[src/hw/rtl/gts_pkg.sv]
// types and constants shared by the grammar token scanner modules
`timescale 1ns / 1ps

package gts_pkg;

    // scanner mode
    typedef enum logic [1:0] {
        MODE_IDLE  = 2'd0,
        MODE_DASH  = 2'd1,
        MODE_STR   = 2'd2,
        MODE_IDENT = 2'd3
    } mode_t;

    // token kinds
    typedef enum logic [3:0] {
        KIND_ARROW  = 4'd0,
        KIND_LPAREN = 4'd1,
        KIND_RPAREN = 4'd2,
        KIND_STAR   = 4'd3,
        KIND_OPT    = 4'd4,
        KIND_BAR    = 4'd5,
        KIND_SEMI   = 4'd6,
        KIND_LIT    = 4'd7,
        KIND_IDENT  = 4'd8,
        KIND_EOF    = 4'd9,
        KIND_ERR    = 4'd10
    } kind_t;

    // error codes
    typedef enum logic [1:0] {
        ERR_NONE       = 2'd0,
        ERR_UNEXPECTED = 2'd1,
        ERR_OPEN_STR   = 2'd2
    } err_t;

    // source characters
    localparam logic [7:0] CH_DASH   = 8'h2D;
    localparam logic [7:0] CH_GT     = 8'h3E;
    localparam logic [7:0] CH_LPAREN = 8'h28;
    localparam logic [7:0] CH_RPAREN = 8'h29;
    localparam logic [7:0] CH_STAR   = 8'h2A;
    localparam logic [7:0] CH_QMARK  = 8'h3F;
    localparam logic [7:0] CH_BAR    = 8'h7C;
    localparam logic [7:0] CH_SEMI   = 8'h3B;
    localparam logic [7:0] CH_QUOTE  = 8'h22;
    localparam logic [7:0] CH_LF     = 8'h0A;
    localparam logic [7:0] CH_TAB    = 8'h09;
    localparam logic [7:0] CH_CR     = 8'h0D;
    localparam logic [7:0] CH_SPACE  = 8'h20;

    // most tokens one byte can cause
    localparam int unsigned MAX_TOKENS = 3;
    // queue between front and back
    localparam int unsigned QUEUE_DEPTH = 4;

    typedef struct packed {
        kind_t       kind;
        logic [15:0] line;
        logic [15:0] start;
        logic [15:0] length;
        err_t        err;
    } token_t;

    // all tokens of one source byte, count is 1 to 3
    typedef struct packed {
        logic [1:0]                    count;
        token_t [MAX_TOKENS-1:0]       tok;
    } bundle_t;

    typedef struct packed {
        logic    valid;
        bundle_t bundle;
    } push_t;

endpackage

[src/hw/rtl/grammar_token_scanner.sv]
// Grammar token scanner: streaming lexer of a small grammar notation.
// Input channel s_*: one source byte per request (s_ch), with s_end_of_source
// set on the final byte. Output channel m_*: one token per request with kind,
// line, start and length of literal or identifier text, error code, and
// m_last_result on the final token caused by a byte.
// cfg_we/cfg_wdata write first_line, the line number of the first line; it
// is loaded at the next source start, or at once if no byte has been taken.
// Throughput: one byte per cycle while the queue is not full; a byte that
// causes several tokens hands them out on m_* one request at a time. Bytes
// that cause no token (blanks, newlines, string and identifier bodies) never
// touch the output. The tokens of a byte reach m_* through a four-entry
// bundle queue and the bundle register of the output stage.
// Reset: scanner idle at position 0, line 1, first_line 1, queue empty.
// When the receiver stalls, the queue fills and s_ready drops once it holds
// four bundles; s_ready rises again the cycle after one leaves.
`timescale 1ns / 1ps

module grammar_token_scanner #(
    parameter int unsigned SOURCE_DEPTH = 65536
) (
    input  logic        aclk,
    input  logic        aresetn,
    input  logic        cfg_we,
    input  logic [15:0] cfg_wdata,
    input  logic        s_valid,
    output logic        s_ready,
    input  logic [7:0]  s_ch,
    input  logic        s_end_of_source,
    output logic        m_valid,
    input  logic        m_ready,
    output logic [3:0]  m_kind,
    output logic [15:0] m_line,
    output logic [15:0] m_start_res,
    output logic [15:0] m_length,
    output logic [1:0]  m_error_code,
    output logic        m_last_result
);

    gts_pkg::push_t   push;
    gts_pkg::bundle_t q_data;
    logic             q_not_full;
    logic             q_valid;
    logic             q_pop;

    // byte scanner
    gts_front #(
        .SOURCE_DEPTH (SOURCE_DEPTH)
    ) u_front (
        .aclk            (aclk),
        .aresetn         (aresetn),
        .cfg_we          (cfg_we),
        .cfg_wdata       (cfg_wdata),
        .s_valid         (s_valid),
        .s_ready         (s_ready),
        .s_ch            (s_ch),
        .s_end_of_source (s_end_of_source),
        .q_not_full      (q_not_full),
        .push            (push)
    );

    // bundle queue
    gts_queue u_queue (
        .aclk       (aclk),
        .aresetn    (aresetn),
        .push       (push),
        .q_not_full (q_not_full),
        .q_valid    (q_valid),
        .q_data     (q_data),
        .q_pop      (q_pop)
    );

    // token output
    gts_back u_back (
        .aclk          (aclk),
        .aresetn       (aresetn),
        .q_valid       (q_valid),
        .q_data        (q_data),
        .q_pop         (q_pop),
        .m_valid       (m_valid),
        .m_ready       (m_ready),
        .m_kind        (m_kind),
        .m_line        (m_line),
        .m_start_res   (m_start_res),
        .m_length      (m_length),
        .m_error_code  (m_error_code),
        .m_last_result (m_last_result)
    );

endmodule

[src/hw/rtl/gts_front.sv]
// front part: byte scanner state and token classification
`timescale 1ns / 1ps

module gts_front #(
    parameter int unsigned SOURCE_DEPTH = 65536
) (
    input  logic             aclk,
    input  logic             aresetn,
    input  logic             cfg_we,
    input  logic [15:0]      cfg_wdata,
    input  logic             s_valid,
    output logic             s_ready,
    input  logic [7:0]       s_ch,
    input  logic             s_end_of_source,
    input  logic             q_not_full,
    output gts_pkg::push_t   push
);

    localparam int unsigned POS_MAX_INT =
        (SOURCE_DEPTH - 1 < 65535) ? SOURCE_DEPTH - 1 : 65535;
    localparam logic [15:0] POS_MAX = 16'(POS_MAX_INT);

    gts_pkg::mode_t mode_reg, mode_next, mode_mid;
    logic [15:0]    line_reg, line_next, line_mid;
    logic [15:0]    pos_reg, pos_next;
    logic [15:0]    ts_reg, ts_next, ts_mid;
    logic [15:0]    first_line_reg;

    logic           accept;
    logic           do_fresh;
    logic           is_alpha, is_alnum;
    logic [16:0]    ts_p1, lit_len_w, id_len_w;
    logic [15:0]    lit_start, lit_len, id_len;
    gts_pkg::token_t cand [4];
    logic [3:0]      cand_v;
    logic [1:0]      n_tok;
    gts_pkg::token_t slot [gts_pkg::MAX_TOKENS];

    function automatic gts_pkg::token_t mk_tok(gts_pkg::kind_t k, logic [15:0] ln,
                                               logic [15:0] st, logic [15:0] len,
                                               gts_pkg::err_t e);
        gts_pkg::token_t t;
        t.kind   = k;
        t.line   = ln;
        t.start  = st;
        t.length = len;
        t.err    = e;
        return t;
    endfunction

    assign s_ready = q_not_full;
    assign accept  = s_valid & s_ready;

    // character classes
    assign is_alpha = ((s_ch >= 8'h61) && (s_ch <= 8'h7A)) ||
                      ((s_ch >= 8'h41) && (s_ch <= 8'h5A));
    assign is_alnum = is_alpha || ((s_ch >= 8'h30) && (s_ch <= 8'h39));

    // literal and identifier extents
    assign ts_p1     = {1'b0, ts_reg} + 17'd1;
    assign lit_start = ts_p1[16] ? 16'hFFFF : ts_p1[15:0];
    assign lit_len_w = {1'b0, pos_reg} - ts_p1;
    assign lit_len   = ({1'b0, pos_reg} > ts_p1) ? lit_len_w[15:0] : 16'd0;
    assign id_len_w  = {1'b0, pos_reg} + 17'd1 - {1'b0, ts_mid};
    assign id_len    = id_len_w[16] ? 16'hFFFF : id_len_w[15:0];

    // scan one byte: mode step, fresh scan, end of source
    always_comb begin
        mode_mid  = mode_reg;
        ts_mid    = ts_reg;
        line_mid  = line_reg;
        do_fresh  = 1'b0;
        cand_v    = '0;
        for (int i = 0; i < 4; i++) begin
            cand[i] = mk_tok(gts_pkg::KIND_EOF, line_reg, 16'd0, 16'd0, gts_pkg::ERR_NONE);
        end

        unique case (mode_reg)
            gts_pkg::MODE_DASH: begin
                mode_mid = gts_pkg::MODE_IDLE;
                if (s_ch == gts_pkg::CH_GT) begin
                    cand_v[0] = 1'b1;
                    cand[0]   = mk_tok(gts_pkg::KIND_ARROW, line_reg, 16'd0, 16'd0,
                                       gts_pkg::ERR_NONE);
                end else begin
                    do_fresh = 1'b1;
                end
            end
            gts_pkg::MODE_STR: begin
                if (s_ch == gts_pkg::CH_QUOTE) begin
                    cand_v[0] = 1'b1;
                    cand[0]   = mk_tok(gts_pkg::KIND_LIT, line_reg, lit_start, lit_len,
                                       gts_pkg::ERR_NONE);
                    mode_mid  = gts_pkg::MODE_IDLE;
                end else if (s_ch == gts_pkg::CH_LF) begin
                    line_mid = (line_reg != 16'hFFFF) ? line_reg + 16'd1 : line_reg;
                end
            end
            gts_pkg::MODE_IDENT: begin
                if (!is_alnum) begin
                    cand_v[0] = 1'b1;
                    cand[0]   = mk_tok(gts_pkg::KIND_IDENT, line_reg, ts_reg,
                                       pos_reg - ts_reg, gts_pkg::ERR_NONE);
                    mode_mid  = gts_pkg::MODE_IDLE;
                    do_fresh  = 1'b1;
                end
            end
            gts_pkg::MODE_IDLE: begin
                do_fresh = 1'b1;
            end
            default: begin
                do_fresh = 1'b1;
            end
        endcase

        // fresh byte decode
        if (do_fresh) begin
            cand[1] = mk_tok(gts_pkg::KIND_ERR, line_reg, 16'd0, 16'd0, gts_pkg::ERR_NONE);
            unique case (s_ch) inside
                gts_pkg::CH_DASH:   mode_mid = gts_pkg::MODE_DASH;
                gts_pkg::CH_LPAREN: begin
                    cand_v[1]    = 1'b1;
                    cand[1].kind = gts_pkg::KIND_LPAREN;
                end
                gts_pkg::CH_RPAREN: begin
                    cand_v[1]    = 1'b1;
                    cand[1].kind = gts_pkg::KIND_RPAREN;
                end
                gts_pkg::CH_STAR: begin
                    cand_v[1]    = 1'b1;
                    cand[1].kind = gts_pkg::KIND_STAR;
                end
                gts_pkg::CH_QMARK: begin
                    cand_v[1]    = 1'b1;
                    cand[1].kind = gts_pkg::KIND_OPT;
                end
                gts_pkg::CH_BAR: begin
                    cand_v[1]    = 1'b1;
                    cand[1].kind = gts_pkg::KIND_BAR;
                end
                gts_pkg::CH_SEMI: begin
                    cand_v[1]    = 1'b1;
                    cand[1].kind = gts_pkg::KIND_SEMI;
                end
                gts_pkg::CH_LF: begin
                    line_mid = (line_reg != 16'hFFFF) ? line_reg + 16'd1 : line_reg;
                end
                gts_pkg::CH_CR, gts_pkg::CH_SPACE, gts_pkg::CH_TAB: begin
                end
                gts_pkg::CH_QUOTE: begin
                    ts_mid   = pos_reg;
                    mode_mid = gts_pkg::MODE_STR;
                end
                default: begin
                    if (is_alpha) begin
                        ts_mid   = pos_reg;
                        mode_mid = gts_pkg::MODE_IDENT;
                    end else begin
                        cand_v[1]   = 1'b1;
                        cand[1].err = gts_pkg::ERR_UNEXPECTED;
                    end
                end
            endcase
        end

        // end of source closes any open token and adds eof
        if (s_end_of_source) begin
            if (mode_mid == gts_pkg::MODE_STR) begin
                cand_v[2] = 1'b1;
                cand[2]   = mk_tok(gts_pkg::KIND_ERR, line_mid, 16'd0, 16'd0,
                                   gts_pkg::ERR_OPEN_STR);
            end else if (mode_mid == gts_pkg::MODE_IDENT) begin
                cand_v[2] = 1'b1;
                cand[2]   = mk_tok(gts_pkg::KIND_IDENT, line_mid, ts_mid, id_len,
                                   gts_pkg::ERR_NONE);
            end
            cand_v[3] = 1'b1;
            cand[3]   = mk_tok(gts_pkg::KIND_EOF, line_mid, 16'd0, 16'd0, gts_pkg::ERR_NONE);
        end
    end

    // pack the valid tokens in order
    always_comb begin
        n_tok = 2'd0;
        for (int j = 0; j < gts_pkg::MAX_TOKENS; j++) begin
            slot[j] = cand[3];
        end
        for (int i = 0; i < 4; i++) begin
            if (cand_v[i] && (n_tok != 2'd3)) begin
                slot[n_tok] = cand[i];
                n_tok       = n_tok + 2'd1;
            end
        end
        push.valid         = accept && (n_tok != 2'd0);
        push.bundle.count  = n_tok;
        for (int j = 0; j < gts_pkg::MAX_TOKENS; j++) begin
            push.bundle.tok[j] = slot[j];
        end
    end

    // next scanner state
    always_comb begin
        if (s_end_of_source) begin
            mode_next = gts_pkg::MODE_IDLE;
            line_next = first_line_reg;
            pos_next  = 16'd0;
            ts_next   = 16'd0;
        end else begin
            mode_next = mode_mid;
            line_next = line_mid;
            ts_next   = ts_mid;
            pos_next  = (pos_reg < POS_MAX) ? pos_reg + 16'd1 : pos_reg;
        end
    end

    // state registers and first_line write
    always_ff @(posedge aclk) begin
        if (!aresetn) begin
            mode_reg       <= gts_pkg::MODE_IDLE;
            line_reg       <= 16'd1;
            pos_reg        <= 16'd0;
            ts_reg         <= 16'd0;
            first_line_reg <= 16'd1;
        end else begin
            if (accept) begin
                mode_reg <= mode_next;
                pos_reg  <= pos_next;
                ts_reg   <= ts_next;
            end
            // a write before the first byte of a source also loads the line count
            if (cfg_we && (pos_reg == 16'd0) && (mode_reg == gts_pkg::MODE_IDLE)) begin
                line_reg <= cfg_wdata;
            end else if (accept) begin
                line_reg <= line_next;
            end
            if (cfg_we) begin
                first_line_reg <= cfg_wdata;
            end
        end
    end

endmodule

[src/hw/rtl/gts_queue.sv]
// short queue of token bundles between front and back
`timescale 1ns / 1ps

module gts_queue (
    input  logic              aclk,
    input  logic              aresetn,
    input  gts_pkg::push_t    push,
    output logic              q_not_full,
    output logic              q_valid,
    output gts_pkg::bundle_t  q_data,
    input  logic              q_pop
);

    localparam int unsigned PTR_W = $clog2(gts_pkg::QUEUE_DEPTH);
    localparam int unsigned CNT_W = $clog2(gts_pkg::QUEUE_DEPTH + 1);

    gts_pkg::bundle_t   mem_reg [gts_pkg::QUEUE_DEPTH];
    logic [PTR_W-1:0]   wr_ptr_reg, wr_ptr_next;
    logic [PTR_W-1:0]   rd_ptr_reg, rd_ptr_next;
    logic [CNT_W-1:0]   cnt_reg, cnt_next;
    logic               do_push, do_pop;

    assign q_not_full = (cnt_reg != CNT_W'(gts_pkg::QUEUE_DEPTH));
    assign q_valid    = (cnt_reg != '0);
    assign q_data     = mem_reg[rd_ptr_reg];
    assign do_push    = push.valid && q_not_full;
    assign do_pop     = q_pop && q_valid;

    // pointer and fill count
    always_comb begin
        wr_ptr_next = do_push ? wr_ptr_reg + PTR_W'(1) : wr_ptr_reg;
        rd_ptr_next = do_pop ? rd_ptr_reg + PTR_W'(1) : rd_ptr_reg;
        cnt_next    = cnt_reg;
        if (do_push && !do_pop) begin
            cnt_next = cnt_reg + CNT_W'(1);
        end else if (!do_push && do_pop) begin
            cnt_next = cnt_reg - CNT_W'(1);
        end
    end

    always_ff @(posedge aclk) begin
        if (!aresetn) begin
            wr_ptr_reg <= '0;
            rd_ptr_reg <= '0;
            cnt_reg    <= '0;
        end else begin
            wr_ptr_reg <= wr_ptr_next;
            rd_ptr_reg <= rd_ptr_next;
            cnt_reg    <= cnt_next;
        end
    end

    // storage
    always_ff @(posedge aclk) begin
        if (do_push) begin
            mem_reg[wr_ptr_reg] <= push.bundle;
        end
    end

endmodule

[src/hw/rtl/gts_back.sv]
// back part: hands out the tokens of each bundle one request at a time
`timescale 1ns / 1ps

module gts_back (
    input  logic              aclk,
    input  logic              aresetn,
    input  logic              q_valid,
    input  gts_pkg::bundle_t  q_data,
    output logic              q_pop,
    output logic              m_valid,
    input  logic              m_ready,
    output logic [3:0]        m_kind,
    output logic [15:0]       m_line,
    output logic [15:0]       m_start_res,
    output logic [15:0]       m_length,
    output logic [1:0]        m_error_code,
    output logic              m_last_result
);

    gts_pkg::bundle_t bundle_reg;
    logic             bval_reg, bval_next;
    logic [1:0]       idx_reg, idx_next;
    gts_pkg::token_t  cur;
    logic             is_last;
    logic             out_take;

    assign cur      = bundle_reg.tok[idx_reg];
    assign is_last  = (idx_reg == bundle_reg.count - 2'd1);
    assign out_take = bval_reg && m_ready;

    assign m_valid       = bval_reg;
    assign m_kind        = 4'(cur.kind);
    assign m_line        = cur.line;
    assign m_start_res   = cur.start;
    assign m_length      = cur.length;
    assign m_error_code  = 2'(cur.err);
    assign m_last_result = is_last;

    // load a new bundle when empty or when its last token leaves
    assign q_pop = q_valid && (!bval_reg || (out_take && is_last));

    always_comb begin
        bval_next = bval_reg;
        idx_next  = idx_reg;
        if (q_pop) begin
            bval_next = 1'b1;
            idx_next  = 2'd0;
        end else if (out_take) begin
            if (is_last) begin
                bval_next = 1'b0;
            end else begin
                idx_next = idx_reg + 2'd1;
            end
        end
    end

    always_ff @(posedge aclk) begin
        if (!aresetn) begin
            bval_reg <= 1'b0;
            idx_reg  <= 2'd0;
        end else begin
            bval_reg <= bval_next;
            idx_reg  <= idx_next;
        end
    end

    always_ff @(posedge aclk) begin
        if (q_pop) begin
            bundle_reg <= q_data;
        end
    end

endmodule

[config.mk]
export PLATFORM = sky130hd
export DESIGN_NAME = grammar_token_scanner
export DESIGN_NICKNAME = d
export VERILOG_FILES = /design/src/hw/rtl/gts_pkg.sv /design/src/hw/rtl/grammar_token_scanner.sv /design/src/hw/rtl/gts_front.sv /design/src/hw/rtl/gts_queue.sv /design/src/hw/rtl/gts_back.sv
export SDC_FILE = /design/constraint.sdc
export NUM_CORES = 1
export LEC_CHECK = 0
export BUFFER_PORTS_ARGS = -buffer_cell sky130_fd_sc_hd__buf_2
export CAP_MARGIN = 5
export CELL_PAD_IN_SITES_DETAIL_PLACEMENT = 1
export CELL_PAD_IN_SITES_GLOBAL_PLACEMENT = 2
export CORE_UTILIZATION = 42
export CTS_CLUSTER_SIZE = 14
export DETAILED_ROUTE_END_ITERATION = 7
export PLACE_DENSITY_LB_ADDON = 0.1
export SLEW_MARGIN = 25
export SYNTH_ARGS = -nofsm -noshare
export SYNTH_HDL_FRONTEND = slang
export SYNTH_SLANG_ARGS = --single-unit
[constraint.sdc]
create_clock -name aclk -period 11.19 [get_ports aclk]
set_input_delay 1.119 -clock aclk [delete_from_list [all_inputs] [get_ports aclk]]
set_output_delay 1.119 -clock aclk [all_outputs]
set_load 0.005 [all_outputs]
# == Yosys cells after proc, flatten, opt, wreduce, memory -nomap -nowiden ==
# Memories as Yosys holds them, arrays and structs flattened. A register that Yosys moved wholly into a read port is not among the register bits.
# Cells that the tools add are included.
# totals
memories,1
wordCells,189
ram_bits,656
output_inout_bits,57
reg_bits,76
# memory_table
name,words,word_bits,read_ports,rd_clocked_by_memory_dff,write_ports,line_no,rtl
u_queue.mem_reg,4,164,1,1,1,gts_queue.sv:17,gts_pkg::bundle_t mem_reg [gts_pkg::QUEUE_DEPTH];
# op_classes
bitwise_logic,6
n_addsub,16
reduce_logical,43
n_eq_ne,24
n_mux,74
n_lt_le_gt_ge,15
# ops
op,n
$bwmux W162,3
$mux W162,3
$mux W54,9
$demux W54 S2,3
$mux W16,17
$pmux W54 S3,1
$bmux W54 S2,1
$mux W108,1
$mux W51,2
$eq A8 B6 Y1 const B,9
$add A16 B1 Y17 const B,2
$add A16 B1 Y16 const B,2
$pmux W16 S2,1
$sub A16 B16 Y16,2
$eq A8 B4 Y1 const B,3
$pmux W4 S6,1
$mux W2,10
$logic_and A1 B1 Y1,19
$gt A16 B17 Y1,1
$sub A17 B16 Y17,1
$ge A8 B7 Y1 const B,2
$le A8 B7 Y1 const B,2
$logic_not A16 Y1,1
$lt A16 B16 Y1 const B,1
38 further kinds,81

# == Logic depth before layout (Yosys ltp) ==
# Gate-level depths: netlist of the first run.
# depth
depth_word,25
ltp_mapped,22
mapped_depth_nobuf,19

# == Hierarchy ==
# From an unflattened synthesis of the first run, not the netlist that was laid out.
# hier_totals
hier_cells,2463
hier_area_um2,38979.9
# modules_own_cells
module,seq_area_each_um2,cells_each,instances,area_per_inst_um2
gts_queue,19879.1,904,1,24123.1
gts_front,1321.3,1191,1,8573.2
gts_back,4984.8,368,1,6283.5

# == Worst setup path after synthesis of the first run ==
# OpenSTA, ideal clock, no wires.
# synth_timing
path_kind,input to register
start,input m_ready
end,register u_queue.cnt_reg[2]
arrival_time_ns,10.919
required_time_ns,11.114
n_path_buf,0
cell_stages,9
setup_slack_ns,0.195
path_cell_list,nand2_1 -> a21oi_1 -> inv_1 -> ha_1 -> inv_1 -> fa_1 -> xor2_1 -> or3_1 -> a21boi_0
# synth_between
elab_chain_len,8
# synth_rtl
item,line_no,rtl
start: declaration,grammar_token_scanner.sv:30,"input logic m_ready,"
$logic_and A1 B1 Y1 (*),gts_back.sv:29,assign out_take = bval_reg && m_ready;
$logic_and A1 B1 Y1 (*),gts_back.sv:40,assign q_pop = q_valid && (!bval_reg || (out_take && is_last));
$logic_or A1 B1 Y1 (*),gts_back.sv:40,
$logic_and A1 B1 Y1 (*),gts_back.sv:40,
via q_pop,grammar_token_scanner.sv:43,logic q_pop;
$logic_and A1 B1 Y1 (*),gts_queue.sv:27,assign do_pop = q_pop && q_valid;
$logic_not A1 Y1,gts_queue.sv:34,if (do_push && !do_pop) begin
$logic_and A1 B1 Y1,gts_queue.sv:34,
$mux W3 or $reduce_bool A2 Y1 (tied branches),--,
end signal: assignment,gts_queue.sv:49,cnt_reg <= cnt_next;
end: declaration,gts_queue.sv:20,"logic [CNT_W-1:0] cnt_reg, cnt_next;"
# Mark *: on every way through the listed nets, which the timed path passes. The rest lies on a longest branch.
# A chain may end at the register's enable or synchronous reset.

==> results.ini, run 1 <==
[run_status]
outcome=finished, final reports clean

[setup_path]
worst_setup_path_start_kind=input port
crit_path_max_fanout=25
r2r-start=u_front.mode_reg[0]
critPathRequiredTime_ps=11600
startpoint=s_ch[1]
arrival_ps=6520
setup.worst_path.end_class=register
crit_type=input port to register

[synth]
synth-seq-cells=876
synthesis.area_mm2=0.0383
synth-edff-count=800
yosys_warnings=0
syn_inst=2458
avgSynthCellArea_um2=15.6
synth_ff_type=edfxtp_1
synth-seq-area-share_pct=66.8
synthArstFlopShare_pct=0
synth_nets=2566
yosysUniqueCellTypes=92

[power_and_ir_drop]
power.share.sequential_pct=49.0
combPwrFrac_pct=18.3
power_density_mw_per_mm2=214
intPower_uw=6740
power.switching_uw=2480
netSwitchingFraction_pct=26.9
power_leakage_uw=0.0141
vdd_drop_max_v=0.000123
power_frac_clock_pct=32.8

[placed_design]
port-buffer-count=86
routabilityCongestion=0.851
hpwl_um=68400
placed_cell_area_mm2=0.0400

[sta]
fmax_mhz=163
final_hold_viol_count=0
period_minus_slack_ps=6120
tightest_slew_ps=1030
setup_viol=0
setup_tns_ps=0
worst_slew_margin_rel_pct=31.4
fin_skew_ps=52.8
drv_slew=0
rsz0062_at_grt=no
post-route-period-util_pct=54.7

[hold_path]
hold_start=u_front.first_line_reg[0]
hold_class=register to register

[cells_and_area]
final_util_pct=47.8
area_delta_synth_final_pct=12.5
design_area_mm2=0.0430
n_fill_cell=8632
multi_input_area_mm2=0.0120
largest_reg_flops=640
nNetsFinal=2657
drive_gt1_share_pct=18.9
seqCellArea_mm2=0.0256

[clock_tree]
cts_resized=0
clk_latency_ps=670
cts_buffers=93
clk_pin_slew_ps=60
clock-root-buffer=clkbuf_16
postCtsSetupBuffers=0
clock_sinks=876
cts_tree=built
htree_levels=3
cts_hold_buf=0
clockBufferDepth=3

[floorplanning]
die_h_um=304
num_rows=110
die_w_um=304
core_area_mm2=0.0901
die_area_mm2=0.0923
io_pins=87
start_util_pct=42.4

[grt]
grt_pass1_vias=23300
grt_pass1_wl_um=156000
grt_use_total_pct=22.8
grt_max_degree=113
antenna_found_initial=5
grt-ovfl-total=0

[flow_run]
cap_violations=0

[drt]
vias=22000
post_drt_wl_per_cell_um=27.5
drc=0
first_iter_violations=1668
via_per_inst=5.79
dr.pass1.iters=5
ant_nets=0
drt_wl_total_um=104000

## path summary, 6_finish.rpt
path / end / slack (ps) / depth (start not counted)
worst max register to register: u_queue.mem_reg[0][5] / 5540 / 16
worst min-delay path: u_front.first_line_reg[0] / 490 / 2
worst min register to register: u_front.first_line_reg[0] / 490 / 2
worst max-delay path: u_queue.mem_reg[0][5] / 5070 / 17
## cell families after synthesis
group | count (synthesis) | synth area share [%]
DFF | 876 | 66.8
and+or+nand+nor | 539 | 6.96
AOI/OAI and AO/OA | 411 | 7.21
adders and majority gates | 78 | 2.63
xor gates and xnor gates | 100 | 2.29
muxes | 259 | 12.0
buffers and inverters | 195 | 2.11
## cells in the final DEF (no fill, tap or decap), types with 8 or more instances in the layout
cell type  Yosys  final
nor4_1         8      8
inv_1         52     52
a21o_1        17     17
o22ai_1       32     32
ha_1          74     74
and4_1         9      9
dfxtp_1       76     72
nand2_1      126    124
clkinv_2       0     15
or3_1         11     11
nor2_1       172    172
buf_2         21     86
edfxtp_1     800    800
nand3_1       39     39
o21a_1        12     12
xnor2_1       71     71
clkinv_1       1     18
and2_1        21     17
bufinv_16      0      8
a22oi_1       36     36
nand2b_1      10     10
buf_4          5     50
o22ai_2        9      9
a21oi_1       81     80
o211ai_1      11     11
clkbuf_16      0     95
o21ai_0      109    109
and3_1        17     17
nand4_1       19     19
nor3_1        28     25
mux2i_1       90     90
clkbuf_1      79     18
a31oi_1       13     13
nor2b_1       49     48
mux4_2       160    160
xor2_1        29     29
## worst max-delay path, cell delays in order
cell and delay [ps]:
buf_2 150, o21ai_0 370, a21oi_1 160, o21a_1 130, buf_4 230, o21bai_2 180, buf_4 350, mux2i_1 480
ha_1 330, ha_1 380, a2111oi_2 480, inv_1 120, o2111a_1 320, o2111ai_1 190, nor3b_4 870, nor2_1 240
o22ai_1 380
## metrics by stage
step	hold slack (ps)	worst slack [ps]	cells	total power, uW
2_1_floorplan	441	195	2458	5710
5_1_grt	527	4700	3798	9620
4_1_cts	482	5110	3796	9370
6_report	486	5070	3799	9220
3_5_place_dp	465	4460	3630	6330
3_3_place_gp	459	4720	3630	6250
## cells in the mapped netlist (all sizes together) (52+ instances only)
master / number / area share [%]
edfxtp: 800 / 63
nor2: 174 / 1.7
mux4: 160 / 9.4
nand2: 126 / 1.2
o21ai: 117 / 1.5
mux2i: 90 / 2.4
a21oi: 85 / 1.2
clkbuf: 79 / 0.78
dfxtp: 76 / 4.0
ha: 74 / 2.4
xnor2: 71 / 1.6
buf: 63 / 0.81
inv: 52 / 0.51
## power by group through the flow
| stage | registers [uW] | clock network, uW | logic (uW) |
|---|---|---|---|
| detailed placement | 4590 | 0 | 1740 |
| global route | 4570 | 3210 | 1840 |
| floorplan | 4590 | 0 | 1120 |
| finish | 4510 | 3020 | 1680 |
| global placement | 4550 | 0 | 1700 |
| CTS | 4520 | 3100 | 1740 |
## layout make-up
cell class	instances	area share, %
repair buffers	138	1.96
well taps	1176	3.42
flip-flops and latches	876	59.4
inverters	53	0.462
diodes	3	0.0174
clock buffers	116	5.78
clock inverters	50	1.19
multi-input cells	1387	27.8
## metal layers
| metal | part of all wire, % | track usage (%) | up-vias |
|---|---|---|---|
| met2 | 46 | 35.3 | 488 |
| met5 | 0.039 | 0 | - |
| met4 | 1.7 | 5.58 | 6 |
| met3 | 4.5 | 2.82 | 111 |
| met1 | 48 | 34.4 | 11600 |
| li1 | - | - | 9791 |
No activity file was read; power rests on OpenSTA's default activity.
==> inputs of run 2 (changes only) <==
clock period = 5 ns   (was 11.19 ns; I/O delays follow)
==> results.ini, run 2 (same netlist as run 1, synthesis figures left out) <==
[cells_and_area]
multi_input_area_mm2=0.0119  ; -0.17%
area_delta_synth_final_pct=14.5
final_util_pct=48.6  ; +0.83 points
drive_gt1_share_pct=20.3  ; +1.4 points
final_cell_mix=edfxtp_1, nor2_1, mux4_2
largest_reg_flops=640  ; unchanged
final_common_cell=edfxtp_1
design_area_mm2=0.0438  ; +1.7%
n_fill_cell=8610  ; -0.25%
seqCellArea_mm2=0.0256  ; unchanged
nNetsFinal=2699  ; +1.6%

[drt]
post_drt_wl_per_cell_um=26.8  ; -2.3%
vias=22100  ; +0.62%
first_iter_violations=1573  ; -5.7%
via_per_inst=5.76  ; -0.53%
drt_wl_total_um=103000  ; -1.2%
dr.pass1.iters=7  ; +2
ant_nets=0  ; unchanged
drc=0  ; unchanged

[floorplanning]
die_w_um=304  ; unchanged
core_area_mm2=0.0901  ; unchanged
die_h_um=304  ; unchanged
start_util_pct=42.4  ; unchanged
io_pins=87  ; unchanged
num_rows=110  ; unchanged
die_area_mm2=0.0923  ; unchanged

[setup_path]
crit_buf_inv=2  ; -2
r2r-start=u_front.mode_reg[0]
r2r_end=u_queue.mem_reg[0][11]
cpPeakStageDelay_ps=520  ; -350 ps
crit_path_max_fanout=21  ; -16%
critPathRequiredTime_ps=5380  ; -6220 ps
ff2ff_setup_slack_ps=400  ; -5140 ps
crit_cells=15  ; -2
critPathCapture=u_queue.mem_reg[0][11]
crit_slowest_cell=dfxtp_1
startpoint=u_front.mode_reg[0]
crit_chain=nand4_1, and2_1, o21bai_2, buf_12, mux2i_1, ha_1, ha_1, and3_1, a221o_1, o2111a_1, nor4_1, nor3b_2, buf_12, a21oi_1, o22ai_1
crit_type=register to register
arrival_ps=4980  ; -1540 ps
setup.worst_path.end_class=register
worst_setup_path_start_kind=register
cp_top_family=compound AO/OA/AOI/OAI gates
reg2reg_depth=15  ; -1

[clock_tree]
clockBufferDepth=3  ; unchanged
cts_hold_buf=0  ; unchanged
clock_sinks=876  ; unchanged
clk_pin_slew_ps=60  ; about the same
cts_resized=0  ; unchanged
cts_buffers=95  ; +2.2%
postCtsSetupBuffers=0  ; unchanged
htree_levels=3  ; unchanged
clk_latency_ps=670  ; about the same
clock-root-buffer=clkbuf_16
cts_tree=built

[placed_design]
routabilityCongestion=0.848  ; -0.34%
place_ws_ps=-7.53  ; -4470 ps
port-buffer-count=86  ; unchanged
placed_cell_area_mm2=0.0406  ; +1.4%
hpwl_um=67600  ; -1.2%

[power_and_ir_drop]
vdd_drop_max_v=0.000499  ; +300%
power_density_mw_per_mm2=481  ; +120%
power_leakage_uw=0.0144  ; +2.5%
finalPower_uw=21100  ; +130%

[sta]
setup_viol=0  ; unchanged
post-route-period-util_pct=92.0
worst_slew_margin_rel_pct=19.8  ; -12 points
finalWorstSetupSlack_ps=399  ; -4670 ps
period_minus_slack_ps=4600
fin_skew_ps=28.1  ; -24.7 ps
setup_tns_ps=0  ; unchanged
final_hold_viol_count=0  ; unchanged
fmax_mhz=217
rsz0062_at_grt=no
drv_slew=0  ; unchanged
tightest_slew_ps=1200  ; +176 ps

[grt]
grt_pass1_wl_um=155000  ; -0.67%
grt_pass1_vias=23500  ; +1.0%
antenna_found_initial=8  ; +3
grt-ovfl-total=0  ; unchanged
grt_use_total_pct=22.6  ; -0.22 points
grt_max_degree=126  ; +12%

[hold_path]
hold_class=input port to register

[flow_run]
cap_violations=0  ; unchanged

[run_status]
outcome=finished, final reports clean

-- run 2: cell types whose count changed in the layout (fill, tap and decap cells not counted), sizes merged --
cell / before / now
clkinvlp: 3 / 4
inv: 55 / 54
buf: 138 / 178
clkbuf: 116 / 112
bufinv: 8 / 13
diode: 3 / 2
clkinv: 37 / 41
-- run 2: worst min path at each step --
stage                                   start                   endpoint  slack, ps  depth (start not counted)
finish                          cfg_wdata[12]       u_front.line_reg[12]         90                          2
global route                     cfg_wdata[8]        u_front.line_reg[8]         70                          3
CTS                             cfg_wdata[12]       u_front.line_reg[12]         50                          2
detailed placement  u_front.first_line_reg[0]  u_front.first_line_reg[0]        490                          2
global placement    u_front.first_line_reg[0]  u_front.first_line_reg[0]        460                          2
floorplan           u_front.first_line_reg[0]  u_front.first_line_reg[0]        440                          2
-- run 2: metal layers --
metal	vias to the layer above	routed length [um]	part of all wire, %	GRT usage (%)
met1	11600	49700	48	33.8
met2	469	46800	45	34.9
met4	6	1860	1.8	5.76
li1	9901	-	-	-
met3	121	4690	4.5	3.20
met5	-	47	0.046	0
-- run 2: power by group --
group,switching (uW),total [uW],internal (uW)
logic,2250,3850,1600
registers,447,10100,9630
clock network,2900,7140,4240
total,5590,21100,15500
-- run 2: layout make-up --
| class | instances | share of cell area, % |
|---|---|---|
| diodes | 2 | 0.0114 |
| clock buffers | 112 | 5.69 |
| clock inverters | 59 | 1.60 |
| inverters | 53 | 0.454 |
| multi-input cells | 1387 | 27.3 |
| flip-flops and latches | 876 | 58.4 |
| well taps | 1176 | 3.36 |
| repair buffers | 178 | 3.25 |
-- run 2: through the flow --
step,std cells,hold slack (ps)
after global routing,3843,74.2
after floorplan,2458,441
after global placement,3670,462
after detailed placement,3670,487
final,3843,86.8
after CTS,3841,47.2
